**config.mk**
```make
export PLATFORM = sky130hd
export DESIGN_NAME = hex_command_line_parser_top
export DESIGN_NICKNAME = d
export VERILOG_FILES = /design/src/rtl/core/hclp_pkg.sv /design/src/rtl/core/hclp_in_stage.sv /design/src/rtl/core/hclp_parser.sv /design/src/rtl/core/hclp_out_stage.sv /design/src/rtl/core/hex_command_line_parser_top.sv
export SDC_FILE = /design/constraint.sdc
export NUM_CORES = 1
export LEC_CHECK = 0
export BUFFER_PORTS_ARGS = -buffer_cell sky130_fd_sc_hd__clkbuf_2
export CAP_MARGIN = 10
export CORE_MARGIN = 2
export CORE_UTILIZATION = 55
export DETAILED_ROUTE_END_ITERATION = 16
export HOLD_SLACK_MARGIN = 0.05
export PLACE_DENSITY = 0.79
export SLEW_MARGIN = 20
export SYNTH_ARGS = -nofsm -noshare
export SYNTH_HDL_FRONTEND = slang
export SYNTH_HIERARCHICAL = 1
export SYNTH_SLANG_ARGS = --single-unit
```
**constraint.sdc**
```tcl
create_clock -name clk_i -period 6.67 [get_ports clk_i]
set_input_delay 1.0005 -clock clk_i [delete_from_list [all_inputs] [get_ports clk_i]]
set_output_delay 1.0005 -clock clk_i [all_outputs]
set_load 0.01 [all_outputs]
```
**src/rtl/core/hclp_pkg.sv**
```systemverilog
// ----------------------------------------------------------------------------
// hclp_pkg
// Shared types, character codes and hex helpers for the command line parser.
// ----------------------------------------------------------------------------
`default_nettype none

package hclp_pkg;

  // characters of the command grammar
  localparam logic [7:0] CHAR_R     = 8'h52;
  localparam logic [7:0] CHAR_W     = 8'h57;
  localparam logic [7:0] CHAR_B     = 8'h42;
  localparam logic [7:0] CHAR_S     = 8'h53;
  localparam logic [7:0] CHAR_NL    = 8'h0A;
  localparam logic [7:0] CHAR_COMMA = 8'h2C;

  // hex digit ranges, bounds exclusive
  localparam logic [7:0] DEC_LO     = 8'd47;
  localparam logic [7:0] DEC_HI     = 8'd58;
  localparam logic [7:0] ALPHA_LO   = 8'd64;
  localparam logic [7:0] ALPHA_HI   = 8'd71;
  localparam logic [7:0] DEC_BASE   = 8'd48;
  localparam logic [7:0] ALPHA_BASE = 8'd55;

  // highest legal first address character ('7')
  localparam logic [7:0] ADDR_FIRST_MAX = 8'd55;

  localparam int unsigned ADDR_W  = 15;
  localparam int unsigned BYTE_W  = 8;
  localparam int unsigned EVENT_W = 3;
  localparam int unsigned DCNT_W  = 3;
  localparam logic [DCNT_W-1:0] DIGITS_PAIR = 3'd2;
  localparam logic [DCNT_W-1:0] DIGITS_ADDR = 3'd4;

  // result event codes
  typedef enum logic [EVENT_W-1:0] {
    EV_NONE   = 3'd0,
    EV_WB     = 3'd1,
    EV_WSDATA = 3'd2,
    EV_RB     = 3'd3,
    EV_RS     = 3'd4,
    EV_ERR    = 3'd5,
    EV_WSEND  = 3'd6
  } event_e;

  // parser states, one-hot
  typedef enum logic [10:0] {
    ST_IDLE = 11'b000_0000_0001,
    ST_R    = 11'b000_0000_0010,
    ST_W    = 11'b000_0000_0100,
    ST_RB_A = 11'b000_0000_1000,
    ST_RS_A = 11'b000_0001_0000,
    ST_WB_A = 11'b000_0010_0000,
    ST_WS_A = 11'b000_0100_0000,
    ST_RS_C = 11'b000_1000_0000,
    ST_WB_V = 11'b001_0000_0000,
    ST_WS_C = 11'b010_0000_0000,
    ST_WS_D = 11'b100_0000_0000
  } state_e;

  // one result item
  typedef struct packed {
    event_e              event_res;
    logic [ADDR_W-1:0]   mem_address;
    logic [BYTE_W-1:0]   data_value;
    logic [BYTE_W-1:0]   repeat_count;
  } res_t;

  // ascii hex character to nibble, anything else reads as zero
  function automatic logic [3:0] hex_nibble(input logic [7:0] c);
    logic [7:0] diff;
    diff = 8'd0;
    if (c > DEC_LO && c < DEC_HI) begin
      diff = c - DEC_BASE;
    end else if (c > ALPHA_LO && c < ALPHA_HI) begin
      diff = c - ALPHA_BASE;
    end
    return diff[3:0];
  endfunction

  // two characters to one byte, first one is the high nibble
  function automatic logic [7:0] hex_pair(input logic [7:0] hi, input logic [7:0] lo);
    return {hex_nibble(hi), hex_nibble(lo)};
  endfunction

endpackage

`default_nettype wire

```
**src/rtl/core/hclp_in_stage.sv**
```systemverilog
// ----------------------------------------------------------------------------
// hclp_in_stage
// Input register that holds one received character for the parser.
// ----------------------------------------------------------------------------
`default_nettype none

module hclp_in_stage (
  input  wire logic       clk_i,
  input  wire logic       rst_ni,
  input  wire logic       in_valid_i,
  output logic            in_ready_o,
  input  wire logic [7:0] rx_byte_i,
  input  wire logic       take_i,
  output logic            valid_o,
  output logic [7:0]      byte_o
);
  import hclp_pkg::*;

  logic       valid_q;
  logic [7:0] byte_q;

  // free when empty or when the held item moves on this cycle
  assign in_ready_o = !valid_q || take_i;

  // occupancy
  always_ff @(posedge clk_i or negedge rst_ni) begin
    if (!rst_ni) begin
      valid_q <= 1'b0;
    end else if (in_ready_o) begin
      valid_q <= in_valid_i;
    end
  end

  // character payload
  always_ff @(posedge clk_i) begin
    if (in_ready_o && in_valid_i) begin
      byte_q <= rx_byte_i;
    end
  end

  assign valid_o = valid_q;
  assign byte_o  = byte_q;

endmodule

`default_nettype wire

```
**src/rtl/core/hclp_parser.sv**
```systemverilog
// ----------------------------------------------------------------------------
// hclp_parser
// Command state machine with digit buffer and held address, value, count.
// ----------------------------------------------------------------------------
`default_nettype none

module hclp_parser (
  input  wire logic       clk_i,
  input  wire logic       rst_ni,
  input  wire logic       step_i,
  input  wire logic [7:0] byte_i,
  output hclp_pkg::res_t  res_o
);
  import hclp_pkg::*;

  state_e             state_q, state_d;
  logic [7:0]         buf0_q, buf0_d;
  logic [7:0]         buf1_q, buf1_d;
  logic [DCNT_W-1:0]  dcnt_q, dcnt_d;
  logic [7:0]         ah_q, ah_d;
  logic [7:0]         al_q, al_d;
  logic [7:0]         val_q, val_d;
  logic [7:0]         rcnt_q, rcnt_d;
  event_e             ev;
  logic [7:0]         addr_term;
  state_e             addr_next;
  event_e             addr_ev;
  logic [7:0]         pair_term;

  // terminators and follow-up states per field
  always_comb begin
    addr_term = CHAR_COMMA;
    addr_next = ST_IDLE;
    addr_ev   = EV_NONE;
    pair_term = CHAR_NL;
    case (state_q)
      ST_RB_A: begin
        addr_term = CHAR_NL;
        addr_next = ST_IDLE;
        addr_ev   = EV_RB;
      end
      ST_RS_A: addr_next = ST_RS_C;
      ST_WB_A: addr_next = ST_WB_V;
      ST_WS_A: addr_next = ST_WS_C;
      ST_WS_C: pair_term = CHAR_COMMA;
      default: ;
    endcase
  end

  // next state and held values for one character
  always_comb begin
    state_d = state_q;
    buf0_d  = buf0_q;
    buf1_d  = buf1_q;
    dcnt_d  = dcnt_q;
    ah_d    = ah_q;
    al_d    = al_q;
    val_d   = val_q;
    rcnt_d  = rcnt_q;
    ev      = EV_NONE;
    case (state_q)
      ST_IDLE: begin
        if (byte_i == CHAR_R) begin
          state_d = ST_R;
        end else if (byte_i == CHAR_W) begin
          state_d = ST_W;
        end
      end
      ST_R: begin
        if (byte_i == CHAR_B) begin
          state_d = ST_RB_A;
        end else if (byte_i == CHAR_S) begin
          state_d = ST_RS_A;
        end else begin
          state_d = ST_IDLE;
        end
      end
      ST_W: begin
        if (byte_i == CHAR_B) begin
          state_d = ST_WB_A;
        end else if (byte_i == CHAR_S) begin
          state_d = ST_WS_A;
        end else begin
          state_d = ST_IDLE;
        end
      end
      // four address digits, the first pair is the high byte
      ST_RB_A, ST_RS_A, ST_WB_A, ST_WS_A: begin
        if (byte_i == addr_term) begin
          al_d    = hex_pair(buf0_q, buf1_q);
          state_d = addr_next;
          dcnt_d  = '0;
          ev      = addr_ev;
        end else if (dcnt_q < DIGITS_ADDR) begin
          if (dcnt_q[0]) begin
            buf1_d = byte_i;
          end else begin
            buf0_d = byte_i;
          end
          dcnt_d = dcnt_q + 1'b1;
          if (dcnt_q < DIGITS_PAIR) begin
            if (buf0_d > ADDR_FIRST_MAX) begin
              state_d = ST_IDLE;
              dcnt_d  = '0;
              ev      = EV_ERR;
            end else if (dcnt_d == DIGITS_PAIR) begin
              ah_d = hex_pair(buf0_d, buf1_d);
            end
          end
        end else begin
          state_d = ST_IDLE;
          dcnt_d  = '0;
          ev      = EV_ERR;
        end
      end
      // two-digit count or value field
      ST_RS_C, ST_WB_V, ST_WS_C: begin
        if (byte_i == pair_term) begin
          dcnt_d = '0;
          if (state_q == ST_RS_C) begin
            rcnt_d  = hex_pair(buf0_q, buf1_q);
            state_d = ST_IDLE;
            ev      = EV_RS;
          end else if (state_q == ST_WB_V) begin
            val_d   = hex_pair(buf0_q, buf1_q);
            state_d = ST_IDLE;
            ev      = EV_WB;
          end else begin
            rcnt_d  = hex_pair(buf0_q, buf1_q);
            state_d = ST_WS_D;
          end
        end else if (dcnt_q < DIGITS_PAIR) begin
          if (dcnt_q[0]) begin
            buf1_d = byte_i;
          end else begin
            buf0_d = byte_i;
          end
          dcnt_d = dcnt_q + 1'b1;
        end else begin
          state_d = ST_IDLE;
          dcnt_d  = '0;
          ev      = EV_ERR;
        end
      end
      // burst data, one event per completed pair
      ST_WS_D: begin
        if (byte_i == CHAR_NL) begin
          state_d = ST_IDLE;
          dcnt_d  = '0;
          ev      = EV_WSEND;
        end else if (dcnt_q < DIGITS_PAIR) begin
          if (dcnt_q[0]) begin
            buf1_d = byte_i;
          end else begin
            buf0_d = byte_i;
          end
          dcnt_d = dcnt_q + 1'b1;
          if (dcnt_d == DIGITS_PAIR) begin
            val_d  = hex_pair(buf0_d, buf1_d);
            dcnt_d = '0;
            ev     = EV_WSDATA;
          end
        end else begin
          state_d = ST_IDLE;
          dcnt_d  = '0;
          ev      = EV_ERR;
        end
      end
      default: ;
    endcase
  end

  // parser state, advanced once per character
  always_ff @(posedge clk_i or negedge rst_ni) begin
    if (!rst_ni) begin
      state_q <= ST_IDLE;
      buf0_q  <= '0;
      buf1_q  <= '0;
      dcnt_q  <= '0;
      ah_q    <= '0;
      al_q    <= '0;
      val_q   <= '0;
      rcnt_q  <= '0;
    end else if (step_i) begin
      state_q <= state_d;
      buf0_q  <= buf0_d;
      buf1_q  <= buf1_d;
      dcnt_q  <= dcnt_d;
      ah_q    <= ah_d;
      al_q    <= al_d;
      val_q   <= val_d;
      rcnt_q  <= rcnt_d;
    end
  end

  // result carries the held fields after this character
  always_comb begin
    res_o.event_res    = ev;
    res_o.mem_address  = {ah_d[6:0], al_d};
    res_o.data_value   = val_d;
    res_o.repeat_count = rcnt_d;
  end

endmodule

`default_nettype wire

```
**src/rtl/core/hclp_out_stage.sv**
```systemverilog
// ----------------------------------------------------------------------------
// hclp_out_stage
// Result register toward the receiver of parse events.
// ----------------------------------------------------------------------------
`default_nettype none

module hclp_out_stage (
  input  wire logic            clk_i,
  input  wire logic            rst_ni,
  input  wire logic            load_i,
  input  wire hclp_pkg::res_t  res_i,
  output logic                 space_o,
  output logic                 out_valid_o,
  input  wire logic            out_ready_i,
  output hclp_pkg::res_t       res_o
);
  import hclp_pkg::*;

  logic valid_q;
  res_t res_q;

  // room when empty or when the held result is taken now
  assign space_o = !valid_q || out_ready_i;

  // occupancy
  always_ff @(posedge clk_i or negedge rst_ni) begin
    if (!rst_ni) begin
      valid_q <= 1'b0;
    end else if (space_o) begin
      valid_q <= load_i;
    end
  end

  // result payload
  always_ff @(posedge clk_i) begin
    if (space_o && load_i) begin
      res_q <= res_i;
    end
  end

  assign out_valid_o = valid_q;
  assign res_o       = res_q;

endmodule

`default_nettype wire

```
**src/rtl/core/hex_command_line_parser_top.sv**
```systemverilog
// ----------------------------------------------------------------------------
// hex_command_line_parser_top
// Parser for RB, RS, WB and WS memory commands typed as hex text.
// ----------------------------------------------------------------------------
// Input channel: one received ASCII character per item (rx_byte_i), with
// in_valid_i / in_ready_o. Output channel: one result item per character,
// with out_valid_o / out_ready_i, carrying an event code and the currently
// held address, data value and repeat count.
// An accepted character is held in the input register; its result is
// loaded into the result register when that register has room.
// Throughput: one character per cycle while the receiver does not stall;
// the state machine update and the hex conversion sit between the input
// register and the result register.
// When the receiver stalls, the result register holds, the input register
// fills, and in_ready_o drops only once both are occupied; a character is
// taken in the same cycle the stalled result is accepted.
// Reset: parser returns to idle, digit buffer, address, value and count
// clear to zero, and both registers are empty.
// ----------------------------------------------------------------------------
`default_nettype none

module hex_command_line_parser_top (
  input  wire logic                          clk_i,
  input  wire logic                          rst_ni,
  input  wire logic                          in_valid_i,
  output logic                               in_ready_o,
  input  wire logic [7:0]                    rx_byte_i,
  output logic                               out_valid_o,
  input  wire logic                          out_ready_i,
  output logic [hclp_pkg::EVENT_W-1:0]       event_res_o,
  output logic [hclp_pkg::ADDR_W-1:0]        mem_address_o,
  output logic [hclp_pkg::BYTE_W-1:0]        data_value_o,
  output logic [hclp_pkg::BYTE_W-1:0]        repeat_count_o
);
  import hclp_pkg::*;

  logic       byte_v;
  logic [7:0] byte_q;
  logic       space;
  logic       advance;
  res_t       res_next;
  res_t       res_out;

  // a character moves on when the result register has room
  assign advance = byte_v && space;

  hclp_in_stage u_in (
    .clk_i      (clk_i),
    .rst_ni     (rst_ni),
    .in_valid_i (in_valid_i),
    .in_ready_o (in_ready_o),
    .rx_byte_i  (rx_byte_i),
    .take_i     (advance),
    .valid_o    (byte_v),
    .byte_o     (byte_q)
  );

  hclp_parser u_parser (
    .clk_i  (clk_i),
    .rst_ni (rst_ni),
    .step_i (advance),
    .byte_i (byte_q),
    .res_o  (res_next)
  );

  hclp_out_stage u_out (
    .clk_i       (clk_i),
    .rst_ni      (rst_ni),
    .load_i      (advance),
    .res_i       (res_next),
    .space_o     (space),
    .out_valid_o (out_valid_o),
    .out_ready_i (out_ready_i),
    .res_o       (res_out)
  );

  // result fields to ports
  assign event_res_o    = res_out.event_res;
  assign mem_address_o  = res_out.mem_address;
  assign data_value_o   = res_out.data_value;
  assign repeat_count_o = res_out.repeat_count;

`ifndef ASSERT_OFF
  // every parsed character leaves a result behind
  a_step_gives_result: assert property (@(posedge clk_i) disable iff (!rst_ni)
    advance |=> out_valid_o)
    else $error("parsed character left no result");

  // an accepted character is held for the parser
  a_accept_fills_input: assert property (@(posedge clk_i) disable iff (!rst_ni)
    (in_valid_i && in_ready_o) |=> byte_v)
    else $error("accepted character not held");

  // input only blocks when both registers are full and the receiver stalls
  a_stall_only_when_full: assert property (@(posedge clk_i) disable iff (!rst_ni)
    !in_ready_o |-> (byte_v && out_valid_o && !out_ready_i))
    else $error("input blocked without a full pipeline");
`endif

endmodule

`default_nettype wire
```
==> impl_metrics.py, run 1 <==
metrics = {
    "critical_path": {
        "crit_buf_inv": 2,
        "critical-path-slowest-cell": "o32ai_2",
        "critPathArrivalTime_ns": 3.81,
        "cp-end-kind": "flip-flop",
        "slowest_delay_ns": 0.67,
        "cp_top_family": "simple AND/OR/NAND/NOR gates",
        "worstPathMaxFanout": 13,
        "cp-start-kind": "primary input",
        "crit_chain": "clkbuf_2 -> nand2b_4 -> and2_1 -> clkinv_1 -> o32ai_2 -> nand4b_4 -> or2_1 -> mux2_4",
        "crit_type": "in -> reg",
        "cp.required_ns": 6.94,
    },
    "run_status": {
        "status": "finished clean",
    },
    "global_routing": {
        "grt.met3_usage_pct": 3.65,
        "grt_antenna_before_repair": 0,
        "overflow": 0,
        "grt.total_usage_pct": 25.1,
        "grt_first_pass_wirelength_um": 22500,
        "grtUsageMet2_pct": 40.8,
        "busiest_layer": "met2",
        "use_met1_pct": 33.7,
        "grt_pass1_vias": 4455,
        "grt_max_degree": 64,
    },
    "cells_and_area": {
        "diodes": 0,
        "nNetsFinal": 600,
        "final_cell_mix": "nand2_1 (64), dfrtp_1 (62), o21ai_0 (51)",
        "multi_input_area_sq_um": 2830,
        "drive_gt1_share_pct": 19.6,
        "fillers": 858,
        "seqCellArea_sq_um": 2840,
        "final_common_cell": "nand2_1",
        "area_delta_synth_final_pct": 8.90,
    },
    "clocking": {
        "worstSkewPairLatency_ns": 0.38,
        "cts_max_path_buffers": 2,
        "cts_setup_buffers": 0,
        "clock_sinks": 105,
        "cts_tree": "built",
        "root_buffer": "clkbuf_8",
        "cts_resized": 0,
        "cts_made_buffers": 9,
        "clk_pin_slew_worst_paths_ns": 0.11,
        "cts_hold_buf": 0,
        "h-tree-depth": 3,
    },
    "timing": {
        "slew-limit-headroom_pct": 31.3,
        "grt_setup_unrepaired": "no",
        "setup_tns_ns": 0,
        "tightest_slew_ns": 1.02,
        "fmax_mhz": 283,
        "fin_skew_ns": 0.0156,
        "setup_viol": 0,
        "layout_min_cycle_time_ns": 3.54,
        "hold_violations": 0,
        "slew_viol_final": 0,
        "post-route-period-util_pct": 53.1,
    },
    "yosys": {
        "synth.net_count": 570,
        "syn_area_per_cell_sq_um": 10.6,
        "synth_area_sq_um": 5840,
        "ys_ff_latch": 105,
        "yosysWarnings": 6,
        "synth_cells": 552,
        "synth_edf_count": 42,
        "synthArstFlopShare_pct": 60.0,
        "ys_types": 84,
        "synth_ff_type": "dfrtp_1",
        "yosysSeqAreaShare_pct": 48.6,
    },
    "worst_hold_path": {
        "hold_class": "reg -> reg",
    },
    "placed_design": {
        "dp.final_hpwl_um": 9700,
        "port_buffers": 47,
        "gp_congestion": 0.932,
    },
    "drt": {
        "drc": 0,
        "ant_nets": 0,
        "vias": 4552,
        "drt-vias-per-instance": 6.30,
        "first_pass_iters": 5,
        "drt-total-wl_um": 13600,
        "first_iter_violations": 336,
        "routedWlPerCell_um": 18.8,
    },
    "floorplan": {
        "rows": 37,
        "start_util_pct": 56.5,
        "io_pins": 48,
        "die_area_sq_um": 11500,
        "dieHeight_um": 107,
        "die_w_um": 107,
        "core_area_sq_um": 10300,
    },
    "power": {
        "p_leak_nw": 2.65,
        "vdd_drop_max_mv": 0.105,
        "power_density_nw_per_um2": 196,
        "finalPower_w": 0.00125,
    },
    "run": {
        "drv_cap": 0,
    },
}
cells by family (layout without fill, tap and decap cells):
kind of cell,count (synthesis),in the layout,share of synthesized area (%)
AO/OA/AOI/OAI,140,140,16.7
XOR/XNOR,8,8,1.20
adder cells (fa/ha/maj),6,6,1.29
multiplexers,46,46,9.09
flip-flops,105,105,48.6
AND/OR/NAND/NOR,205,205,20.2
buffers and inverters,42,77,2.94
cells in the mapped netlist (all sizes together), types with 5 or more instances:
cell type  number  area, sq um
dfrtp          62         1550
nand3          12         60.1
o22ai           5         31.3
nor4b           7         67.6
nor4            8         71.3
nand2          64          240
nor2b           8         50.1
o211ai          7         52.6
a21oi          10         50.1
nand4           6         37.5
inv            10         37.5
or3             8         50.1
nor3b           8         60.1
buf             9         47.5
mux2           38          450
clkbuf         22         82.6
ha              6         75.1
a22o            6         52.6
and2            7         48.8
nor3           18          100
o21ai          53          265
edfxtp         42         1260
xnor2           5         43.8
mux2i           8         80.1
nor2           27          104
a22oi           6         45.0
report_power, final:
group / total, W / internal [W] / leakage [nW] / switching (W)
registers: 0.000723 / 0.000704 / 1.26 / 0.0000196
logic: 0.0000937 / 0.0000327 / 1.27 / 0.0000609
clock network: 0.000428 / 0.000186 / 0.112 / 0.000242
worst paths after layout:
kind	startpoint	end	slack, ns	cells past startpoint
min	u_parser/al_q[6]$_DFFE_PN0P_	u_parser/al_q[6]$_DFFE_PN0P_	0.49	2
min in group asynchronous	rst_ni	u_parser/state_q[3]$_DFFE_PN0P_	0.78	2
min reg2reg	u_parser/al_q[6]$_DFFE_PN0P_	u_parser/al_q[6]$_DFFE_PN0P_	0.49	2
max in group asynchronous	rst_ni	u_parser/buf0_q[6]$_DFFE_PN0P_	5.35	2
max reg2reg	u_parser/state_q[9]$_DFFE_PN0P_	u_out/res_o[27]$_DFFE_PP_	3.22	5
max	out_ready_i	u_parser/buf1_q[5]$_DFFE_PN0P_	3.13	8
sequential cells by signal (all words and copies together), names as in the netlist:
register           count
u_out/res_o           34
u_parser/state_q      11
u_in/byte_o            8
u_parser/al_q          8
u_parser/buf0_q        8
u_parser/buf1_q        8
u_parser/rcnt_q        8
u_parser/val_q         8
u_parser/ah_q          7
u_parser/dcnt_q        3
u_in/valid_o           1
u_out/out_valid_o      1
stage by stage:
stage / instance area (sq um) / utilization [%] / std cells / worst slack (ns) / hold WS [ns]
final: 6360 / 61.6 / 723 / 3.13 / 0.492
after global routing: 6360 / 61.6 / 723 / 2.90 / 0.531
after CTS: 6350 / 61.5 / 722 / 3.20 / 0.495
after detailed placement: 6130 / 59.4 / 706 / 2.78 / 0.470
after global placement: 6130 / 59.4 / 706 / 2.91 / 0.461
after floorplan: 5840 / - / 552 / 3.30 / 0.450
per-layer routing:
| metal | routed length, um | vias to the layer above |
|---|---|---|
| met5 | 0 | - |
| met4 | 398 | 0 |
| met3 | 680 | 25 |
| met2 | 6570 | 137 |
| met1 | 5920 | 2240 |
| li1 | - | 2150 |
worst reg2reg max path: stages, from the launching register on:
cell,delay (ns)
dfrtp_1,0.59
or4_1,0.74
nor3_1,0.56
a32oi_2,0.22
nor3_2,0.68
mux2_2,0.41
final cells by class:
class                      instances  share of cell area [%]
clock buffer                       9                    1.95
clock inverter                     7                    1.54
inverter                          11                   0.650
multi-input combinational        405                    44.5
sequential                       105                    44.7
tap                              136                    2.68
timing repair buffer              50                    4.06
Power figures use the tool's default switching activity.
==> run 2: changes to the inputs <==
Clock period 6.67 ns to 3.7 ns, I/O delays scaled along.
==> impl_metrics.py, run 2 (synthesis results as in run 1) <==
metrics = {
    "cells_and_area": {
        "largest_register_ff_count": 34,
        "diodes": 0,
        "final_cell_mix": "nand2_1 (64), dfrtp_1 (62), o21ai_0 (51)",
        "stdcell_count": 734,
        "area_delta_synth_final_pct": 10.1,
        "drive_gt1_share_pct": 20.9,
        "final_common_cell": "nand2_1",
        "nNetsFinal": 611,
    },
    "clocking": {
        "cts_tree": "built",
        "cts_hold_buf": 0,
        "clock_sinks": 105,
        "cts_made_buffers": 9,
        "root_buffer": "clkbuf_8",
        "clk_pin_slew_worst_paths_ns": 0.10,
        "cts_max_path_buffers": 2,
        "h-tree-depth": 3,
        "worstSkewPairLatency_ns": 0.38,
        "cts_setup_buffers": 0,
        "cts_resized": 0,
    },
    "drt": {
        "drt-vias-per-instance": 6.25,
        "met1Wirelength_um": 5930,
        "wl_met3_um": 698,
        "ant_nets": 0,
        "first_iter_violations": 360,
        "vias": 4588,
        "drc": 0,
        "first_pass_iters": 5,
        "highest_layer": "met4",
        "drt-total-wl_um": 13500,
        "met2_wirelength_um": 6480,
        "routedWlPerCell_um": 18.4,
    },
    "floorplan": {
        "dieHeight_um": 107,
        "io_pins": 48,
        "rows": 37,
        "core_area_sq_um": 10300,
        "die_area_sq_um": 11500,
        "start_util_pct": 56.5,
        "die_w_um": 107,
    },
    "timing": {
        "fin_skew_ns": 0.0165,
        "slew-limit-headroom_pct": 27.7,
        "grt_setup_unrepaired": "no",
        "hold_violations": 0,
        "setup_viol": 0,
        "tightest_slew_ns": 1.08,
        "setup_tns_ns": 0,
        "slew_viol_final": 0,
        "fmax_mhz": 301,
        "finalWorstSetupSlack_ns": 0.376,
        "post-route-period-util_pct": 89.8,
        "layout_min_cycle_time_ns": 3.32,
    },
    "critical_path": {
        "cp-end-kind": "flip-flop",
        "cp-start-kind": "flip-flop",
        "worstPathMaxFanout": 17,
        "crit_type": "reg -> reg",
        "critPathArrivalTime_ns": 3.58,
        "cp.required_ns": 3.96,
    },
    "power": {
        "vdd_drop_max_mv": 0.173,
        "power_density_nw_per_um2": 346,
        "finalPower_w": 0.00222,
        "p_leak_nw": 2.70,
    },
    "placed_design": {
        "gp_congestion": 0.932,
        "dp.final_hpwl_um": 10100,
        "placed_cells": 717,
        "post-place-ws_ns": 0.408,
        "port_buffers": 47,
    },
    "global_routing": {
        "grt_first_pass_wirelength_um": 22200,
        "overflow": 0,
        "grt_antenna_before_repair": 0,
        "grt.total_usage_pct": 25.1,
        "grt_pass1_vias": 4272,
        "grt_max_degree": 35,
    },
    "run": {
        "drv_cap": 0,
    },
    "run_status": {
        "status": "finished clean",
    },
    "worst_hold_path": {
        "hold_class": "in -> async",
    },
}
run 2: power by group:
part,internal (W),switching (W),leakage [nW]
logic,0.0000657,0.000116,1.33
registers,0.00127,0.0000315,1.26
clock network,0.000330,0.000410,0.106
total,0.00166,0.000557,2.70
run 2: path summary, 6_finish.rpt:
check | from | end | slack [ns] | cells past startpoint
hold / removal | rst_ni | u_in/valid_o$_DFFE_PN0P_ | 0.13 | 1
setup / recovery | u_parser/state_q[8]$_DFFE_PN0P_ | u_parser/buf1_q[5]$_DFFE_PN0P_ | 0.38 | 6
hold reg to reg | u_parser/al_q[3]$_DFFE_PN0P_ | u_parser/al_q[3]$_DFFE_PN0P_ | 0.49 | 2
min in group clk_i | rx_byte_i[5] | u_in/byte_o[5]$_DFFE_PP_ | 0.36 | 1
setup reg to reg | u_parser/state_q[8]$_DFFE_PN0P_ | u_parser/buf1_q[5]$_DFFE_PN0P_ | 0.38 | 6
max in group asynchronous | rst_ni | u_parser/buf1_q[2]$_DFFE_PN0P_ | 2.80 | 2
run 2: through the flow:
| stage | utilization, % | cell area, sq um | hold slack [ns] |
|---|---|---|---|
| after floorplan | - | 5840 | 0.259 |
| after global placement | 60.2 | 6210 | 0.461 |
| after detailed placement | 60.2 | 6210 | 0.470 |
| after CTS | 62.2 | 6420 | 0.138 |
| after global routing | 62.2 | 6420 | 0.159 |
| final | 62.2 | 6420 | 0.132 |
run 2: critical path, stage by stage (launching register included):
cell	delay (ns)
dfrtp_1	0.55
or4_1	0.76
nor4_1	0.62
o2111ai_4	0.33
nand4b_4	0.26
or2_1	0.34
mux2_4	0.34
run 2: final cells by class:
| class | instances | area (sq um) |
|---|---|---|
| clock inverters | 6 | 78.8 |
| inverters | 11 | 41.3 |
| flip-flops and latches | 105 | 2840 |
| clock buffers | 10 | 128 |
| well taps | 136 | 170 |
| repair buffers | 61 | 340 |
| fillers | 828 | 3900 |
| multi-input cells | 405 | 2830 |
run 2: routing by layer:
| layer | track usage [%] | vias to the layer above |
|---|---|---|
| met5 | 0 | - |
| met4 | 9.09 | 0 |
| met3 | 5.11 | 29 |
| met2 | 40.6 | 169 |
| met1 | 33.5 | 2217 |
| li1 | - | 2173 |
==> run 3: changes to the inputs <==
Settings changed: CTS_BUF_LIST set to sky130_fd_sc_hd__clkbuf_8 sky130_fd_sc_hd__clkbuf_16.
==> impl_metrics.py, run 3 (synthesis results as in run 1) <==
metrics = {
    "cells_and_area": {
        "nNetsFinal": 611,
        "drive_gt1_share_pct": 20.9,
        "largest_register_ff_count": 34,
        "final_cell_mix": "nand2_1 (64), dfrtp_1 (62), o21ai_0 (51)",
        "diodes": 0,
        "stdcell_count": 734,
        "final_common_cell": "nand2_1",
        "area_delta_synth_final_pct": 10.1,
    },
    "global_routing": {
        "grt_antenna_before_repair": 0,
        "grt_pass1_vias": 4272,
        "grt_max_degree": 35,
        "overflow": 0,
        "grt.total_usage_pct": 25.1,
        "grt_first_pass_wirelength_um": 22200,
    },
    "timing": {
        "fmax_mhz": 301,
        "post-route-period-util_pct": 89.8,
        "setup_viol": 0,
        "slew_viol_final": 0,
        "grt_setup_unrepaired": "no",
        "tightest_slew_ns": 1.07,
        "hold_violations": 0,
        "setup_tns_ns": 0,
        "slew-limit-headroom_pct": 28.4,
        "fin_skew_ns": 0.0166,
        "hold_ws_ns": 0.132,
        "layout_min_cycle_time_ns": 3.32,
    },
    "critical_path": {
        "r2r-end": "u_parser/buf1_q[5]$_DFFE_PN0P_",
        "reg2regPathDepth": 6,
        "rrSetupSlack_ns": 0.38,
        "cp-start-kind": "flip-flop",
        "cp-end-kind": "flip-flop",
        "crit_path_start": "u_parser/state_q[8]$_DFFE_PN0P_",
        "worstPathMaxFanout": 17,
        "timing.rr.start": "u_parser/state_q[8]$_DFFE_PN0P_",
        "crit_type": "reg -> reg",
        "critPathArrivalTime_ns": 3.58,
        "cp.required_ns": 3.96,
    },
    "clocking": {
        "worstSkewPairLatency_ns": 0.38,
        "clk_pin_slew_worst_paths_ns": 0.10,
        "cts_made_buffers": 9,
        "h-tree-depth": 3,
        "cts_max_path_buffers": 2,
        "cts_tree": "built",
        "clock_sinks": 105,
        "cts_resized": 0,
        "root_buffer": "clkbuf_8",
        "cts_hold_buf": 0,
        "cts_setup_buffers": 0,
    },
    "drt": {
        "drt-total-wl_um": 13500,
        "first_iter_violations": 360,
        "routedWlPerCell_um": 18.4,
        "ant_nets": 0,
        "vias": 4586,
        "first_pass_iters": 5,
        "drt-vias-per-instance": 6.25,
        "drc": 0,
    },
    "worst_hold_path": {
        "hold_class": "in -> async",
    },
    "run_status": {
        "status": "finished clean",
    },
    "placed_design": {
        "gp_congestion": 0.932,
        "port_buffers": 47,
        "placed_cells": 717,
        "dp.final_hpwl_um": 10100,
    },
    "power": {
        "power_frac_clock_pct": 33.2,
        "p_comb_share_pct": 8.2,
        "power.internal_w": 0.00166,
        "vdd_drop_max_mv": 0.173,
        "power_density_nw_per_um2": 345,
        "p_sw_w": 0.000557,
        "switching_share_pct": 25.1,
        "p_leak_nw": 2.70,
        "sequentialPowerShare_pct": 58.6,
    },
    "floorplan": {
        "die_w_um": 107,
        "dieHeight_um": 107,
        "core_area_sq_um": 10300,
        "start_util_pct": 56.5,
        "die_area_sq_um": 11500,
        "rows": 37,
        "io_pins": 48,
    },
    "run": {
        "drv_cap": 0,
    },
}
[run 3: cell type report]
cell class | count | area [sq um]
fill | 828 | 3900
timing repair buffer | 61 | 340
clock inverter | 7 | 82.6
inverter | 11 | 41.3
tap | 136 | 170
multi-input combinational | 405 | 2830
sequential | 105 | 2840
clock buffer | 9 | 124
[run 3: worst max path at each step]
stage                                           endpoint  slack [ns]  cells after the start
after floorplan           u_parser/buf1_q[2]$_DFFE_PN0P_        0.77                      9
after global placement    u_parser/buf1_q[5]$_DFFE_PN0P_        0.52                      6
after detailed placement  u_parser/buf1_q[5]$_DFFE_PN0P_        0.41                      6
after CTS                 u_parser/buf1_q[5]$_DFFE_PN0P_        0.38                      6
after global routing      u_parser/buf1_q[5]$_DFFE_PN0P_        0.21                      6
final                     u_parser/buf1_q[5]$_DFFE_PN0P_        0.38                      6
[run 3: power groups by stage]
stage | clock network, W | registers, W | logic, W
2_1_floorplan | 0 | 0.00133 | 0.0000843
4_1_cts | 0.000758 | 0.00130 | 0.000184
6_report | 0.000737 | 0.00130 | 0.000182
3_3_place_gp | 0 | 0.00132 | 0.000181
5_1_grt | 0.000809 | 0.00131 | 0.000199
3_5_place_dp | 0 | 0.00133 | 0.000184
[run 3: worst max-delay path: stages, from the launching register on]
cell and delay, ns:
dfrtp_1 0.55, or4_1 0.76, nor4_1 0.62, o2111ai_4 0.33, nand4b_4 0.26, or2_1 0.34, mux2_4 0.34
[run 3: per-stage QoR]
step           instance area [sq um]  power (W)  utilization, %  worst slack [ns]
6_report                        6420    0.00222            62.2             0.377
5_1_grt                         6420    0.00231            62.2             0.214
4_1_cts                         6420    0.00224            62.2             0.384
3_5_place_dp                    6210    0.00151            60.2             0.408
3_3_place_gp                    6210    0.00150            60.2             0.522
2_1_floorplan                   5840    0.00142               -             0.774
[run 3: per-layer routing]
metal	part of all wire (%)	GRT usage (%)	up-vias
met4	3.1	9.09	0
met1	44	33.5	2205
met5	0	0	-
met2	48	40.6	182
li1	-	-	2172
met3	5.6	5.11	27
